[src/dcl_pkg.sv]
// ----------------------------------------------------------------------------
// dcl_pkg
// shared types for the density cluster labeler: controller states, status, register indices and commands
// ----------------------------------------------------------------------------
package dcl_pkg;

  typedef enum logic [3:0] {
    ST_LOAD,
    ST_CORE_INIT,
    ST_CORE_SCAN,
    ST_SEED,
    ST_POP,
    ST_POP_WAIT,
    ST_EXPAND,
    ST_NEXT_SEED,
    ST_EMIT
  } state_t;

  localparam logic CFG_RADIUS = 1'b0;
  localparam logic CFG_MINPTS = 1'b1;

  typedef struct packed {
    logic core_clear;   // reset per-point counter scan
    logic core_step;    // compare pair (a,b), advance
    logic seed_take;    // queue seed, open cluster
    logic pop;          // pop queue head
    logic expand_step;  // test neighbor j of popped point
    logic next_seed;    // advance seed index
    logic emit_step;    // advance emit pointer
    logic start;        // clear pass state
  } cmd_t;

  typedef struct packed {
    logic scan_done;
    logic seed_done;
    logic seed_ok;
    logic queue_empty;
    logic head_core;
    logic expand_done;
    logic emit_done;
    logic label_ok;     // label read data matches the emit pointer
  } status_t;

endpackage

[src/dcl_ctrl.sv]
// ----------------------------------------------------------------------------
// dcl_ctrl
// sequencer for load, core scan, cluster expansion and label emit
// ----------------------------------------------------------------------------
module dcl_ctrl (
  input  logic              clk,
  input  logic              rst_n,
  input  logic              in_go,
  input  logic              out_take,
  input  dcl_pkg::status_t  sts,
  output dcl_pkg::state_t   state,
  output dcl_pkg::cmd_t     cmd
);
  dcl_pkg::state_t state_r, state_nxt;

  always_ff @(posedge clk) begin
    if (!rst_n) state_r <= dcl_pkg::ST_LOAD;
    else state_r <= state_nxt;
  end

  assign state = state_r;

  always_comb begin
    state_nxt = state_r;
    cmd = '0;
    unique case (state_r)
      dcl_pkg::ST_LOAD: begin
        if (in_go) begin
          cmd.start = 1'b1;
          state_nxt = dcl_pkg::ST_CORE_INIT;
        end
      end
      dcl_pkg::ST_CORE_INIT: begin
        cmd.core_clear = 1'b1;
        state_nxt = dcl_pkg::ST_CORE_SCAN;
      end
      dcl_pkg::ST_CORE_SCAN: begin
        cmd.core_step = 1'b1;
        if (sts.scan_done) state_nxt = dcl_pkg::ST_SEED;
      end
      dcl_pkg::ST_SEED: begin
        if (sts.seed_done) state_nxt = dcl_pkg::ST_EMIT;
        else if (sts.seed_ok) begin
          cmd.seed_take = 1'b1;
          state_nxt = dcl_pkg::ST_POP;
        end else begin
          cmd.next_seed = 1'b1;
        end
      end
      dcl_pkg::ST_POP: begin
        if (sts.queue_empty) state_nxt = dcl_pkg::ST_NEXT_SEED;
        else begin
          cmd.pop = 1'b1;
          state_nxt = dcl_pkg::ST_POP_WAIT;
        end
      end
      dcl_pkg::ST_POP_WAIT: begin
        if (sts.head_core) state_nxt = dcl_pkg::ST_EXPAND;
        else state_nxt = dcl_pkg::ST_POP;
      end
      dcl_pkg::ST_EXPAND: begin
        cmd.expand_step = 1'b1;
        if (sts.expand_done) state_nxt = dcl_pkg::ST_POP;
      end
      dcl_pkg::ST_NEXT_SEED: begin
        cmd.next_seed = 1'b1;
        state_nxt = dcl_pkg::ST_SEED;
      end
      dcl_pkg::ST_EMIT: begin
        if (out_take) begin
          cmd.emit_step = 1'b1;
          if (sts.emit_done) state_nxt = dcl_pkg::ST_LOAD;
        end
      end
      default: state_nxt = dcl_pkg::ST_LOAD;
    endcase
  end
endmodule

[config.mk]
export PLATFORM = sky130hd
export DESIGN_NAME = dcl_ctrl
export DESIGN_NICKNAME = d
export VERILOG_FILES = /design/src/dcl_pkg.sv /design/src/dcl_ctrl.sv
export SDC_FILE = /design/constraint.sdc
export NUM_CORES = 1
export LEC_CHECK = 0
export BUFFER_PORTS_ARGS = -buffer_cell sky130_fd_sc_hd__clkbuf_2
export CORE_AREA = 5 5 42 44
export DETAILED_ROUTE_END_ITERATION = 12
export DIE_AREA = 0 0 47 49
export MAX_ROUTING_LAYER = met4
export SLEW_MARGIN = 20
export SYNTH_ARGS = -nofsm -noshare
export SYNTH_HDL_FRONTEND = slang
export SYNTH_SLANG_ARGS = --single-unit
[constraint.sdc]
create_clock -name clk -period 3.4 [get_ports clk]
set_input_delay 0.85 -clock clk [delete_from_list [all_inputs] [get_ports clk]]
set_output_delay 0.85 -clock clk [all_outputs]
set_load 0.03 [all_outputs]
==> impl_metrics.ini <==
[synth]
netlist_top_cells_area = sky130_fd_sc_hd__dfxtp_1 20%, sky130_fd_sc_hd__nor4_2 6.2%, sky130_fd_sc_hd__buf_6 5.6%
sequential_element_share_of_the_synthesized_area_pct = 19.8
yosys_register_bits = 4
synth.cell_area_um2 = 405
distinct_cell_type_count_of_the_synthesized_netlist = 29
synth_top_cell_area_share_pct = 19.8
ys_dominant_reg_cell = sky130_fd_sc_hd__dfxtp_1
postSynthAreaPerCell_um2 = 8.27
synthesized_netlist_cell_count = 49
postSynth.asyncResetShare_pct = 0
synth_enable_flop_cells = 0
netlist.top_cell.by_area = sky130_fd_sc_hd__dfxtp_1
ys_warn_count = 0
mapped_nets = 61

[cells_and_area]
layout.core_utilization_pct = 37.7
post_layout_nets = 85
fill_cells = 165
multiInputGateArea_um2 = 288
layout.cells.non_filler = 87
area_taken_by_flip_flops_and_latches_um2 = 80.1
area.growth.synth_to_final_pct = 30.2
mostFrequentLayoutCell = sky130_fd_sc_hd__clkbuf_2
stdcell_area_um2 = 528
largest_register_ffs = 4
fraction_of_final_layout_cells_sized_beyond_drive_strength_1_pct = 46.5
layout.cells.most_common_list = 22 x sky130_fd_sc_hd__clkbuf_2, 4 x sky130_fd_sc_hd__nor2_1, 4 x sky130_fd_sc_hd__nand2_1, 4 x sky130_fd_sc_hd__a21oi_1, 4 x sky130_fd_sc_hd__dfxtp_1
antennaDiodeCount = 0

[worst_setup_path]
crit_path_max_incr_delay_ns = 0.67
timing.critical_path.to_type = primary output
timing.critical_path.buf_inv = 1
worstPathMaxFanout = 15
worst-setup-path-type = reg -> out
crit_path_slowest_cell = sky130_fd_sc_hd__dfxtp_1
worst-endpoint-arrival_ns = 1.73
required_ns = 2.55
timing.critical_path.cells = nand4bb_1, nor3b_1, clkbuf_2
path_delay_family = flip-flops
start_kind = flip-flop

[cts]
cts_tree = yes
clkSlewWorstSetupHoldPaths_ns = 0.04
clock_tree.buffer_depth = 2
cts_setup_buffers = 0
cts.sink_count = 4
clk_latency_ns = 0.23
tritoncts.num_buffers = 3
root_buffer = sky130_fd_sc_hd__clkbuf_4
cts_resized = 0
htree_num_levels = 1
cts.hold.buffers_added = 0

[floorplan]
design.die.area_mm2 = 0.00230
die-width_um = 47
die_y_um = 49
initial_core_util_pct = 28.9
pin_count = 24
placement_rows = 14
floorplan.core_area_mm2 = 0.00140

[sta]
finalHoldWorstSlack_ns = 0.684
slew_headroom_pct = 62.1
worst-slew-pin-transition_ns = 0.567
slew_violations = 0
sum_of_negative_setup_slack_ns = 0
fin_crit_ns = 2.58
fin_ws_ns = 0.816
final_setup_violation_count = 0
report.final.hold_viol_count = 0
fmax_mhz = 387
rsz_0062_raised_after_global_routing = false
final.setup_skew_ns = 0.00236
final_min_period_over_clock_period_pct = 76.0

[power]
power.net_switching_mw = 0.183
clkPwrFrac_pct = 16.0
worst_vdd_ir_v = 0.000294
power-per-cell-area_mw_per_mm2 = 680
power.share.switching_pct = 50.9
seq_power_share_pct = 30.1
p_comb_share_pct = 53.9
internal-power_mw = 0.176
leakage_nw = 0.239
totalPowerFinal_mw = 0.359

[global_routing]
antenna_found_initial = 0
globalRoute.totalOverflow = 0
largest_net_degree_at_the_start_of_global_routing = 17
global_route_wire_length_before_repair_mm = 1.73
first_global_vias = 417
grt_util_all_layers_pct = 10.4

[place]
placement.cell_area_um2 = 505
numPlacedInstances = 84
dpl_worst_slack_ns = 0.973
routabilityCongestion = 0.775
placement.io_buffers = 22

[detailed_routing]
wl_per_cell_um = 12.1
dr_total_vias = 451
residual_drc_count = 0
iteration_0_drc_count_of_the_detailed_router = 13
route.detailed.vias_per_inst = 5.18
total_wire_length_after_detailed_routing_mm = 1.05
drtPass1Iterations = 4
detail-route-antenna-nets = 0

[min_path]
min-delay-path-class = reg -> reg

[run]
timing.max_cap.violations = 0

[run_status]
result_of_the_run = complete, no violations
-- area by class of cell --
class	instances	share of cell area, %
Multi-Input combinational cell	40	54.5
Timing Repair Buffer	22	20.9
Sequential cell	4	15.2
Clock buffer	3	4.27
Tap cell	16	3.79
Inverter	2	1.42
-- cells by family after synthesis --
family,synth area share [%]
xor+xnor,4.32
mux,2.47
buf+inv,9.26
compound gates,23.1
simple gates,41.0
flops,19.8
-- worst paths after layout --
| path | endpoint | startpoint | cells past startpoint | slack, ns |
|---|---|---|---|---|
| setup / recovery | cmd[5] | state[0] | 3 | 0.82 |
| hold / removal | state[1] | state[1] | 2 | 0.68 |
| setup reg to reg | state[1] | state[1] | 4 | 1.77 |
| hold reg to reg | state[1] | state[1] | 2 | 0.68 |
-- worst register-to-register path: cells and delay by family (launching register included) --
family / cells / cell delay (ns)
DFF: 1 / 0.63
and+or+nand+nor: 2 / 0.60
muxes: 1 / 0.15
AOI/OAI and AO/OA: 1 / 0.12
-- Yosys cell counts, types with 2 or more instances --
| cell type | count |
|---|---|
| sky130_fd_sc_hd__nor4_2 | 2 |
| sky130_fd_sc_hd__xor2_1 | 2 |
| sky130_fd_sc_hd__nor3_1 | 3 |
| sky130_fd_sc_hd__o21ai_0 | 2 |
| sky130_fd_sc_hd__nand2_1 | 4 |
| sky130_fd_sc_hd__a21oi_1 | 4 |
| sky130_fd_sc_hd__nand2b_1 | 2 |
| sky130_fd_sc_hd__nor2_1 | 4 |
| sky130_fd_sc_hd__buf_6 | 2 |
| sky130_fd_sc_hd__dfxtp_1 | 4 |
| sky130_fd_sc_hd__inv_1 | 2 |
-- power groups by stage --
| stage | sequential (mW) | combinational [mW] | clock (mW) |
|---|---|---|---|
| 2_1_floorplan | 0.102 | 0.167 | 0 |
| 3_3_place_gp | 0.108 | 0.194 | 0 |
| 3_5_place_dp | 0.109 | 0.196 | 0 |
| 4_1_cts | 0.108 | 0.196 | 0.0601 |
| 5_1_grt | 0.113 | 0.211 | 0.0638 |
| 6_report | 0.108 | 0.194 | 0.0574 |
-- metal layers --
layer | share of wire (%) | GRT usage, %
met1 | 42 | 12.7
met2 | 49 | 14.3
met3 | 9.3 | 4.80
met4 | 0 | 4.61
met5 | 0 | -
Power figures use the tool's default switching activity.
